`config.mk`:
```
export PLATFORM = sky130hd
export DESIGN_NAME = uuencode_line_encoder_core
export DESIGN_NICKNAME = d
export VERILOG_FILES = /design/src/rtl/core/uule_pkg.sv /design/src/rtl/core/uuencode_line_encoder_core.sv /design/src/rtl/core/uule_ram.sv /design/src/rtl/core/uule_ctrl.sv /design/src/rtl/core/uule_dp.sv
export SDC_FILE = /design/constraint.sdc
export NUM_CORES = 1
export LEC_CHECK = 0
export ABC_AREA = 1
export BUFFER_PORTS_ARGS = -buffer_cell sky130_fd_sc_hd__clkbuf_2
export CORE_ASPECT_RATIO = 0.5
export CORE_MARGIN = 2
export CORE_UTILIZATION = 25
export DETAILED_ROUTE_END_ITERATION = 6
export PLACE_DENSITY = 0.37
export SYNTH_ARGS = -nofsm -noshare
export SYNTH_HDL_FRONTEND = slang
export SYNTH_SLANG_ARGS = --single-unit
```
`constraint.sdc`:
```
create_clock -name clk -period 6.5 [get_ports clk]
set_input_delay 0.975 -clock clk [delete_from_list [all_inputs] [get_ports clk]]
set_output_delay 0.975 -clock clk [all_outputs]
set_load 0.02 [all_outputs]
```
`src/rtl/core/uule_pkg.sv`:
```
`timescale 1ns / 1ps
// ---------------------------------------------------------------------------
// uule_pkg
// Shared types, codes and the 6-bit character mapping of the line encoder.
// ---------------------------------------------------------------------------
package uule_pkg;

	localparam logic OP_DATA   = 1'b0;
	localparam logic OP_FINISH = 1'b1;

	localparam logic [7:0] CHAR_CR  = 8'h0D;
	localparam logic [7:0] CHAR_LF  = 8'h0A;
	localparam logic [7:0] CHAR_PAD = 8'h60;
	localparam logic [7:0] CHAR_OFS = 8'h20;

	typedef enum logic [3:0] {
		S_IDLE,
		S_LEN,
		S_RD0,
		S_RD1,
		S_RD2,
		S_RD3,
		S_CHR,
		S_CR,
		S_LF
	} uule_state_t;

	typedef enum logic [1:0] {
		CSEL_LEN,
		CSEL_DATA,
		CSEL_CR,
		CSEL_LF
	} uule_csel_t;

	typedef struct packed {
		logic       wr_byte;
		logic       start_line;
		logic       rd_en;
		logic [1:0] rd_off;
		logic       cap0;
		logic       cap1;
		logic       cap2;
		logic       ch_clr;
		logic       ch_inc;
		logic       next_group;
		logic       emit;
		uule_csel_t csel;
	} uule_cmd_t;

	typedef struct packed {
		logic count_zero;
		logic count_last;
		logic last_group;
		logic ch_last;
		logic out_free;
	} uule_sts_t;

	function automatic logic [7:0] code6(input logic [5:0] v);
		logic [7:0] r;
		if (v == 6'd0) begin
			r = CHAR_PAD;
		end else begin
			r = {2'b00, v} + CHAR_OFS;
		end
		return r;
	endfunction

endpackage

```
`src/rtl/core/uuencode_line_encoder_core.sv`:
```
`timescale 1ns / 1ps
// ---------------------------------------------------------------------------
// uuencode_line_encoder_core
// Collects raw bytes and emits uuencoded text lines with CR and LF.
// ---------------------------------------------------------------------------
// Channel  Direction  Handshake            Payload
// in       input      in_valid, in_stall   operation, data_byte
// out      output     out_valid, out_stall out_char, last_of_run
//
// A data byte that does not complete a line is accepted without raising in_stall.
// A line is emitted as its length character, then per group a read on the
// single line store read port (states S_RD0 to S_RD3) and four characters on
// the one-character output register, then CR and LF.
// in_stall is high while a line is being emitted; out_stall holds the line.
// Reset clears the byte count and all control state; the store is not cleared.
// ---------------------------------------------------------------------------
module uuencode_line_encoder_core import uule_pkg::*; #(
	parameter int LINE_BYTES = 45
) (
	input  logic       clk,
	input  logic       arst_n,
	input  logic       in_valid,
	output logic       in_stall,
	input  logic       operation,
	input  logic [7:0] data_byte,
	output logic       out_valid,
	input  logic       out_stall,
	output logic [7:0] out_char,
	output logic       last_of_run
);

	uule_cmd_t cmd;
	uule_sts_t sts;

	uule_ctrl u_ctrl (
		.clk      (clk),
		.arst_n   (arst_n),
		.in_valid (in_valid),
		.operation(operation),
		.in_stall (in_stall),
		.sts      (sts),
		.cmd      (cmd)
	);

	uule_dp #(
		.LINE_BYTES(LINE_BYTES)
	) u_dp (
		.clk        (clk),
		.arst_n     (arst_n),
		.data_byte  (data_byte),
		.cmd        (cmd),
		.sts        (sts),
		.out_stall  (out_stall),
		.out_valid  (out_valid),
		.out_char   (out_char),
		.last_of_run(last_of_run)
	);

endmodule

```
`src/rtl/core/uule_ram.sv`:
```
`timescale 1ns / 1ps
// ---------------------------------------------------------------------------
// uule_ram
// Generic single-write, single-read RAM with a registered read port.
// ---------------------------------------------------------------------------
module uule_ram #(
	parameter int WIDTH = 8,
	parameter int DEPTH = 45
) (
	input  logic                     clk,
	input  logic                     we,
	input  logic [$clog2(DEPTH)-1:0] waddr,
	input  logic [WIDTH-1:0]         wdata,
	input  logic                     re,
	input  logic [$clog2(DEPTH)-1:0] raddr,
	output logic [WIDTH-1:0]         rdata
);

	logic [WIDTH-1:0] mem_q [DEPTH];

	always_ff @(posedge clk) begin
		if (we) begin
			mem_q[waddr] <= wdata;
		end
		if (re) begin
			rdata <= mem_q[raddr];
		end
	end

endmodule

```
`src/rtl/core/uule_ctrl.sv`:
```
`timescale 1ns / 1ps
// ---------------------------------------------------------------------------
// uule_ctrl
// Sequencer that collects bytes and walks a line out group by group.
// ---------------------------------------------------------------------------
module uule_ctrl import uule_pkg::*; (
	input  logic      clk,
	input  logic      arst_n,
	input  logic      in_valid,
	input  logic      operation,
	output logic      in_stall,
	input  uule_sts_t sts,
	output uule_cmd_t cmd
);

	uule_state_t state_q, state_d;

	always_ff @(posedge clk or negedge arst_n) begin
		if (!arst_n) begin
			state_q <= S_IDLE;
		end else begin
			state_q <= state_d;
		end
	end

	always_comb begin
		state_d = state_q;
		case (state_q)
			S_IDLE: begin
				if (in_valid) begin
					if (operation == OP_DATA) begin
						if (sts.count_last) begin
							state_d = S_LEN;
						end
					end else if (!sts.count_zero) begin
						state_d = S_LEN;
					end
				end
			end
			S_LEN: begin
				if (sts.out_free) begin
					state_d = S_RD0;
				end
			end
			S_RD0: state_d = S_RD1;
			S_RD1: state_d = S_RD2;
			S_RD2: state_d = S_RD3;
			S_RD3: state_d = S_CHR;
			S_CHR: begin
				if (sts.out_free && sts.ch_last) begin
					state_d = sts.last_group ? S_CR : S_RD0;
				end
			end
			S_CR: begin
				if (sts.out_free) begin
					state_d = S_LF;
				end
			end
			S_LF: begin
				if (sts.out_free) begin
					state_d = S_IDLE;
				end
			end
			default: state_d = S_IDLE;
		endcase
	end

	always_comb begin
		cmd      = '0;
		cmd.csel = CSEL_LEN;
		in_stall = (state_q != S_IDLE);
		case (state_q)
			S_IDLE: begin
				if (in_valid) begin
					if (operation == OP_DATA) begin
						cmd.wr_byte    = 1'b1;
						cmd.start_line = sts.count_last;
					end else begin
						cmd.start_line = !sts.count_zero;
					end
				end
			end
			S_LEN: begin
				cmd.emit = sts.out_free;
				cmd.csel = CSEL_LEN;
			end
			S_RD0: begin
				cmd.rd_en  = 1'b1;
				cmd.rd_off = 2'd0;
				cmd.ch_clr = 1'b1;
			end
			S_RD1: begin
				cmd.rd_en  = 1'b1;
				cmd.rd_off = 2'd1;
				cmd.cap0   = 1'b1;
			end
			S_RD2: begin
				cmd.rd_en  = 1'b1;
				cmd.rd_off = 2'd2;
				cmd.cap1   = 1'b1;
			end
			S_RD3: begin
				cmd.cap2 = 1'b1;
			end
			S_CHR: begin
				cmd.emit       = sts.out_free;
				cmd.csel       = CSEL_DATA;
				cmd.ch_inc     = sts.out_free;
				cmd.next_group = sts.out_free && sts.ch_last && !sts.last_group;
			end
			S_CR: begin
				cmd.emit = sts.out_free;
				cmd.csel = CSEL_CR;
			end
			S_LF: begin
				cmd.emit = sts.out_free;
				cmd.csel = CSEL_LF;
			end
			default: begin
				cmd = '0;
			end
		endcase
	end

endmodule

```
`src/rtl/core/uule_dp.sv`:
```
`timescale 1ns / 1ps
// ---------------------------------------------------------------------------
// uule_dp
// Line store, counters, group registers and the output register.
// ---------------------------------------------------------------------------
module uule_dp import uule_pkg::*; #(
	parameter int LINE_BYTES = 45
) (
	input  logic       clk,
	input  logic       arst_n,
	input  logic [7:0] data_byte,
	input  uule_cmd_t  cmd,
	output uule_sts_t  sts,
	input  logic       out_stall,
	output logic       out_valid,
	output logic [7:0] out_char,
	output logic       last_of_run
);

	localparam int CW = $clog2(LINE_BYTES + 1);
	localparam int AW = $clog2(LINE_BYTES);

	logic [CW-1:0] count_q;
	logic [CW-1:0] n_q;
	logic [CW-1:0] gidx_q;
	logic [1:0]    ch_idx_q;
	logic [7:0]    b0_q, b1_q, b2_q;
	logic [7:0]    rdata;
	logic [CW:0]   rsum;
	logic          keep1, keep2;
	logic [7:0]    data_char;
	logic [7:0]    char_d;
	logic          out_valid_q;
	logic [7:0]    out_char_q;
	logic          last_q;

	uule_ram #(
		.WIDTH(8),
		.DEPTH(LINE_BYTES)
	) u_store (
		.clk  (clk),
		.we   (cmd.wr_byte),
		.waddr(count_q[AW-1:0]),
		.wdata(data_byte),
		.re   (cmd.rd_en),
		.raddr(rsum[AW-1:0]),
		.rdata(rdata)
	);

	assign rsum  = {1'b0, gidx_q} + {{(CW-1){1'b0}}, cmd.rd_off};
	assign keep1 = ({1'b0, gidx_q} + (CW+1)'(1)) < {1'b0, n_q};
	assign keep2 = ({1'b0, gidx_q} + (CW+1)'(2)) < {1'b0, n_q};

	assign sts.count_zero = (count_q == '0);
	assign sts.count_last = (count_q == CW'(LINE_BYTES - 1));
	assign sts.last_group = (({1'b0, gidx_q} + (CW+1)'(3)) >= {1'b0, n_q});
	assign sts.ch_last    = (ch_idx_q == 2'd3);
	assign sts.out_free   = !out_valid_q || !out_stall;

	always_ff @(posedge clk or negedge arst_n) begin
		if (!arst_n) begin
			count_q  <= '0;
			n_q      <= '0;
			gidx_q   <= '0;
			ch_idx_q <= '0;
		end else begin
			if (cmd.start_line) begin
				n_q     <= cmd.wr_byte ? count_q + CW'(1) : count_q;
				count_q <= '0;
				gidx_q  <= '0;
			end else begin
				if (cmd.wr_byte) begin
					count_q <= count_q + CW'(1);
				end
				if (cmd.next_group) begin
					gidx_q <= gidx_q + CW'(3);
				end
			end
			if (cmd.ch_clr) begin
				ch_idx_q <= '0;
			end else if (cmd.ch_inc) begin
				ch_idx_q <= ch_idx_q + 2'd1;
			end
		end
	end

	always_ff @(posedge clk) begin
		if (cmd.cap0) begin
			b0_q <= rdata;
		end
		if (cmd.cap1) begin
			b1_q <= keep1 ? rdata : 8'h00;
		end
		if (cmd.cap2) begin
			b2_q <= keep2 ? rdata : 8'h00;
		end
	end

	always_comb begin
		case (ch_idx_q)
			2'd0:    data_char = code6(b0_q[7:2]);
			2'd1:    data_char = code6({b0_q[1:0], b1_q[7:4]});
			2'd2:    data_char = code6({b1_q[3:0], b2_q[7:6]});
			default: data_char = code6(b2_q[5:0]);
		endcase
	end

	always_comb begin
		case (cmd.csel)
			CSEL_LEN:  char_d = code6(6'(n_q));
			CSEL_DATA: char_d = data_char;
			CSEL_CR:   char_d = CHAR_CR;
			CSEL_LF:   char_d = CHAR_LF;
			default:   char_d = CHAR_LF;
		endcase
	end

	always_ff @(posedge clk or negedge arst_n) begin
		if (!arst_n) begin
			out_valid_q <= 1'b0;
		end else if (cmd.emit) begin
			out_valid_q <= 1'b1;
		end else if (!out_stall) begin
			out_valid_q <= 1'b0;
		end
	end

	always_ff @(posedge clk) begin
		if (cmd.emit) begin
			out_char_q <= char_d;
			last_q     <= (cmd.csel == CSEL_LF);
		end
	end

	assign out_valid   = out_valid_q;
	assign out_char    = out_char_q;
	assign last_of_run = last_q;

	a_count_range: assert property (@(posedge clk) disable iff (!arst_n)
		count_q < CW'(LINE_BYTES))
		else $error("byte count reached the line length");

	a_emit_free: assert property (@(posedge clk) disable iff (!arst_n)
		cmd.emit |-> (!out_valid_q || !out_stall))
		else $error("character loaded over a stalled transaction");

	a_last_is_lf: assert property (@(posedge clk) disable iff (!arst_n)
		(out_valid_q && last_q) |-> (out_char_q == CHAR_LF))
		else $error("end of line flag on a character other than LF");

	a_start_clears: assert property (@(posedge clk) disable iff (!arst_n)
		cmd.start_line |=> (count_q == '0) && (gidx_q == '0))
		else $error("line start did not clear the counters");

endmodule
```
; Word-level counts from Yosys, hierarchy flattened
; Memory sizes are Yosys's and may differ from the RTL's. A register that Yosys moved wholly into a read port is not among the register bits.
; Index checks and enable logic that the tools add are counted.
[word_totals]
regBits = 58
word_cells = 108
n_memories = 1
output_inout_bits = 11
ram_bits = 360
in_bits = 13
[memory_table]
columns = name, depth, width, read_ports, rd_clocked_by_memory_dff, write_ports, line_no
row1 = u_dp.u_store.mem_q, 45, 8, 1, 1, 1, uule_ram.sv:19  ; logic [WIDTH-1:0] mem_q [DEPTH];
[op_classes]
muxes = 38
reduce_logical = 20
n_eq_ne = 23
order_cmp = 3
n_addsub = 12
[ops]
columns = op, count
row1 = 2-to-1 mux 8 bit, 5
row2 = logical NOT 6 bit, 6
row3 = case mux 4 bit (9 select lines), 1
row4 = "adder 6 x 6 -> 7 bit, second input constant", 5
row5 = 2-to-1 mux 4 bit, 8
row6 = case mux 8 bit (4 select lines), 1
row7 = 2-to-1 mux 6 bit, 4
row8 = case mux 8 bit (3 select lines), 1
row9 = "equality test 4 x 3 -> 1 bit, second input constant", 4
row10 = "adder 6 x 2 -> 7 bit, second input constant", 2
row11 = less-than comparator 7 x 6 -> 1 bit, 2
row12 = case mux 3 bit (4 select lines), 1
row13 = 2-to-1 mux 1 bit, 10
row14 = 2-to-1 mux 2 bit, 5
row15 = "inequality test 2 x 1 -> 1 bit, second input constant", 5
row16 = case mux 3 bit (3 select lines), 1
row17 = "equality test 2 bit, second input constant", 4
row18 = "equality test 4 x 2 -> 1 bit, second input constant", 2
row19 = "adder 6 x 1 -> 7 bit, second input constant", 1
row20 = greater-or-equal comparator 7 x 6 -> 1 bit, 1
row21 = AND reduction 7 bit, 1
row22 = "adder 6 x 1 -> 6 bit, second input constant", 1
row23 = adder 6 x 2 -> 6 bit, 1
row24 = "adder 6 x 2 -> 6 bit, second input constant", 1
row25 = 16 further kinds, 23

; Longest topological paths before layout
[logic_depth]
ltp_word = 7
ltp_mapped = 16
depth_no_buf = 15

; Modules after synthesis
; Synthesis repeated with hierarchy kept, for this count alone.
[hier_totals]
cells_unflattened = 1666
area_unflattened_um2 = 18576.6
[by_module_without_submodules]
columns = mod, cells_each, area_per_inst_um2, seq_area_each_um2, n_inst
row1 = uule_ram, 1252, 15034.4, 11050.6, 1
row2 = uule_dp, 348, 3110.5, 1486.4, 1
row3 = uule_ctrl, 66, 431.7, 100.1, 1

; Worst setup path before layout
; No wires, ideal clock.
[synth_path]
path_kind = reg-to-reg
start = reg u_ctrl.state_q[3]
end = reg u_dp.u_store.rdata[1], read port of u_dp.u_store.mem_q (data pin)
slack_ns = 3.226
path_buffers = 1
setup_ns = 0.253
t_arrival_ns = 3.020
required_time_ns = 6.247
synth_period_minus_slack_ns = 3.274
stages_incl_launch_ff = 15
cell_sequence = dfrtp_1 > nor2_2 > inv_1 > nor3_1 > ha_1 > fa_1 > inv_2 > clkbuf_1 > nor2_1 > o21ai_0 > nand3_1 > nand3_1 > nand3_1 > nand3_1 > nand2_1
[synth_between]
elab_chain_cells = 3
word_cells_on_any_way = 5
cone_classes = 1 x add/sub / 3 x eq/ne / 1 x mux
[synth_rtl]
columns = element, line_no
row1 = from (decl), uule_ctrl.sv:16  ; uule_state_t state_q, state_d;
row2 = from (signal assigned), uule_ctrl.sv:22  ; state_q <= state_d;
row3 = equality test 4 x 3 -> 1 bit or equality test 4 x 2 -> 1 bit (tied branches), uule_ctrl.sv:72  ; case (state_q)
row4 = case mux 3 bit (3 select lines) (*), uule_ctrl.sv:72
row5 = adder 6 x 2 -> 6 bit, uule_dp.sv:50  ; assign rsum = {1'b0, gidx_q} + {{(CW-1){1'b0}}, cmd.rd_off};
row6 = to (decl), uule_ram.sv:16  ; output logic [WIDTH-1:0] rdata
; Every way passes the cells marked *; elsewhere a longest branch is shown, timed or not.
; A chain may end at the register's enable or synchronous reset.

; Final worst setup path
[layout_path]
start = reg u_ctrl.state_q[3]
end = reg u_dp.u_store.rdata[6], read port of u_dp.u_store.mem_q (data pin)
; The elaborated chain is that of the path after synthesis.

==> reports/qor.txt <==
Placement Rows: 71
Post-Layout Inst Area: 0.02142 mm2
detailed-route DRC error count: 0
starting density of the core: 25.15%
share of the synthesized area in the top cell type: 63.85%
total power per unit cell area: 357.5 mW/mm2
Post-Synth Simple-Gate Area: 19.95%
Detail Placement HPWL: 33.63 mm
CTS Hold Buffers Added: 0
final design utilization: 28.64%
Max Cap Violations: 0
via-per-instance ratio: 4.351
Gates resized, CTS repair: 0
final-layout setup total negative slack: 0 ps
largest fanout of any net on the critical path: 45
share of cells above drive strength 1: 7.104%
detailed-route wire length per cell: 19.61 um
multiplexer share of the synthesized area: 0%
port buffer count: 22
overall global routing resource usage: 14.49%
commonest cells after routing, fill and taps aside: 499 x sky130_fd_sc_hd__nand2_1, 400 x sky130_fd_sc_hd__edfxtp_1, 209 x sky130_fd_sc_hd__nand3_1
maximum vdd ir drop: 0.0001718 V
dominant combinational cell family by area after synthesis: simple AND/OR/NAND/NOR gates
peak per-stage delay on the critical path: 880 ps
H-tree level count: 2
static leakage: 8.251 nW
arrival time at the worst endpoint: 4400 ps
CTS tree: done
most frequent cell on the critical path: sky130_fd_sc_hd__nand3_1
synthesis-to-layout area growth: 13.87%
synthesized instance count: 1,782
Post-Synth Adder-Cell Area: 2.102%
Placed Instance Area: 0.02005 mm2
Yosys reg bits: 425
maximum clock frequency: 245.4 MHz
mean cell area of the mapped netlist: 10.56 um2
I/O pin count: 24
most area-hungry cell type in the Yosys netlist: sky130_fd_sc_hd__edfxtp_1
global placer's final weighted congestion: 0.7727
First DRT Iteration DRCs: 1,068
CP bufs+invs: 4
post-synth design cell area: 0.01881 mm2
top post-synthesis cells by area: sky130_fd_sc_hd__edfxtp_1 64%, sky130_fd_sc_hd__nand2_1 10%, sky130_fd_sc_hd__nand3_1 5.6%
Worst-Skew Late Latency: 590 ps
Post-Route Skew: 22.79 ps
worst rel slew slack: 32.90%
count of antenna-violating nets left after detailed routing: 0
post-route insts no fill: 2,853
cell family contributing the most delay on the critical path: buffers and inverters
CTS root buffer: sky130_fd_sc_hd__clkbuf_16
slew at the pin closest to its max-slew limit: 1003 ps
total via count in the routed design: 12,410
number of fillers in the final layout: 7,944
final count of negative-setup-slack endpoints: 0
pin count of the biggest net entering global routing: 176
met2 usage: 21.63%
number of setup buffers added after CTS: 0
overall overflow remaining after global route: 0
area of the placeable core: 0.07480 mm2
Worst setup SP type: flop
portion of the post-synthesis area used by sequential elements: 67.17%
worst min-delay path category: in2async
number of distinct library cells after synthesis: 38
ys async rst share: 5.882%
Max Transition Viols Final: 0
number of antenna violations at the first check in global routing: 0
XOR/XNOR share of the synthesized area: 0.9111%
number of nets in the layout: 1,838
most common library cell in the layout ignoring fill and taps: sky130_fd_sc_hd__nand2_1
status: finished, final reports clean
capturing element type of the critical path: flop
met3 Track Usage GR: 2.243%
number of nets produced by synthesis: 1,826
fraction of the cycle the final worst path needs: 62.70%
buffer levels on the longest clock path: 3
Pwr Total: 7.657 mW
DP Cell Count: 2,769
Synth Area in Compound Gates: 4.283%
number of failing hold endpoints at the final stage: 0
Detailed Routing Iterations Pass 1: 5
Most Crowded Layer GR: met1
Primary FF master, synth: sky130_fd_sc_hd__edfxtp_1
cell with the largest stage delay on the worst path: sky130_fd_sc_hd__fa_4
Die Span X: 392.0 um
CP Data Required Time: 6820 ps
total clock sinks: 425
number of enable flip-flop cells after synthesis: 400
critical register-to-register path startpoint: u_ctrl.state_q[3]
minimum clock period after layout: 4075 ps
global-route wire length before repair: 83.17 mm
vertical die dimension: 198.0 um
list of cells traversed by the critical path: nor2_2 > inv_1 > nor3_1 > buf_4 > ha_4 > fa_4 > inv_2 > buf_4 > nor2_1 > o21ai_0 > nand3_1 > nand3_1 > nand3_1 > nand3_1 > nand2_1
Yosys warning total: 0
reg-to-reg critical path endpoint: u_dp.u_store.rdata[6]
TritonCTS Buffers: 45
clock-pin slew of the registers on the worst-case setup and hold paths: 70 ps
via count of the first global-routing pass: 12,210
setup repair after global routing missed its margin: false
wirelength, routed: 55.95 mm
total die area: 0.07760 mm2
worst setup path category: reg2reg
setup slack of the most critical reg-to-reg path: 2420 ps
global routing usage on met1: 21.81%
FF-to-FF path depth: 15
[worst max path at each step]
stage / start / endpoint / slack (ps) / cells past startpoint
CTS: u_ctrl.state_q[3] / u_dp.u_store.rdata[6] / 2400 / 14
global placement: u_ctrl.state_q[3] / u_dp.u_store.rdata[3] / 2410 / 15
detailed placement: u_ctrl.state_q[3] / u_dp.u_store.rdata[6] / 2440 / 14
floorplan: u_ctrl.state_q[3] / u_dp.u_store.rdata[1] / 3230 / 14
global route: u_ctrl.state_q[3] / u_dp.u_store.rdata[6] / 2120 / 14
finish: u_ctrl.state_q[3] / u_dp.u_store.rdata[6] / 2420 / 15
[flip-flops by register name, indices dropped and copies added, names as in the netlist, 2 cells and up]
signal              count
u_dp.u_store.rdata      8
u_dp.b0_q               8
u_dp.n_q                6
u_dp.b1_q               8
u_ctrl.state_q          4
u_dp.count_q            6
u_dp.u_store.mem_q    360
u_dp.gidx_q             6
u_dp.b2_q               8
u_dp.ch_idx_q           2
u_dp.out_char           7
[worst reg2reg max path, delay by kind of cell, from the launching register on]
family	cells	cell delay (ps)
AO/OA/AOI/OAI	1	90
flip-flops	1	420
adder cells (fa/ha/maj)	2	1050
buffers and inverters	4	1220
AND/OR/NAND/NOR	8	1040
[final cells by class]
class / instances / area, um2 / area share [%]
inverters: 174 / 655.6 / 3.061
diodes: 1 / 2.502 / 0.01168
well taps: 1022 / 1279 / 5.969
clock buffers: 55 / 1185 / 5.531
multi-input cells: 1104 / 5179 / 24.17
flip-flops and latches: 425 / 12640 / 58.99
repair buffers: 44 / 300.3 / 1.402
clock inverters: 28 / 183.9 / 0.8586
[Yosys cell counts, types with 4 or more instances]
cell type / instances
sky130_fd_sc_hd__a21oi_1: 15
sky130_fd_sc_hd__buf_1: 6
sky130_fd_sc_hd__buf_2: 48
sky130_fd_sc_hd__buf_4: 6
sky130_fd_sc_hd__clkbuf_1: 17
sky130_fd_sc_hd__dfrtp_1: 25
sky130_fd_sc_hd__edfxtp_1: 400
sky130_fd_sc_hd__ha_1: 30
sky130_fd_sc_hd__inv_1: 164
sky130_fd_sc_hd__inv_2: 9
sky130_fd_sc_hd__nand2_1: 499
sky130_fd_sc_hd__nand2_2: 5
sky130_fd_sc_hd__nand3_1: 209
sky130_fd_sc_hd__nand4_1: 5
sky130_fd_sc_hd__nor2_1: 181
sky130_fd_sc_hd__nor2_2: 4
sky130_fd_sc_hd__nor3_1: 4
sky130_fd_sc_hd__o211ai_1: 15
sky130_fd_sc_hd__o21ai_0: 89
sky130_fd_sc_hd__o21ai_1: 4
sky130_fd_sc_hd__o221ai_1: 6
sky130_fd_sc_hd__o22ai_1: 11
sky130_fd_sc_hd__xor2_1: 13
[layer usage]
metal / wire length (um) / vias to the layer above
met5: 0 / -
met4: 1038 / 0
met3: 2156 / 71
met2: 23850 / 200
met1: 28900 / 6108
li1: - / 6033
[report_power, final]
part	internal [mW]	switching, mW	total [mW]
combinational	0.495	1.35	1.84
clock	1.34	1.13	2.47
sequential	3.21	0.137	3.35
[cells by family (layout without fill, tap and decap cells)]
kind of cell    after synthesis  count (layout)
compound gates              144             144
buf+inv                     253             301
fa+ha+maj                    31              31
xor+xnor                     17              17
simple gates                911             911
flops                       425             425
other cells                   1               2
[metrics by stage]
step / setup slack [ps] / hold WS (ps)
6_report: 2425 / 439.4
5_1_grt: 2117 / 472.3
4_1_cts: 2402 / 442.6
3_5_place_dp: 2437 / 482.7
3_3_place_gp: 2406 / 473.7
2_1_floorplan: 3226 / 426.4
No activity file was read; power rests on OpenSTA's default activity.
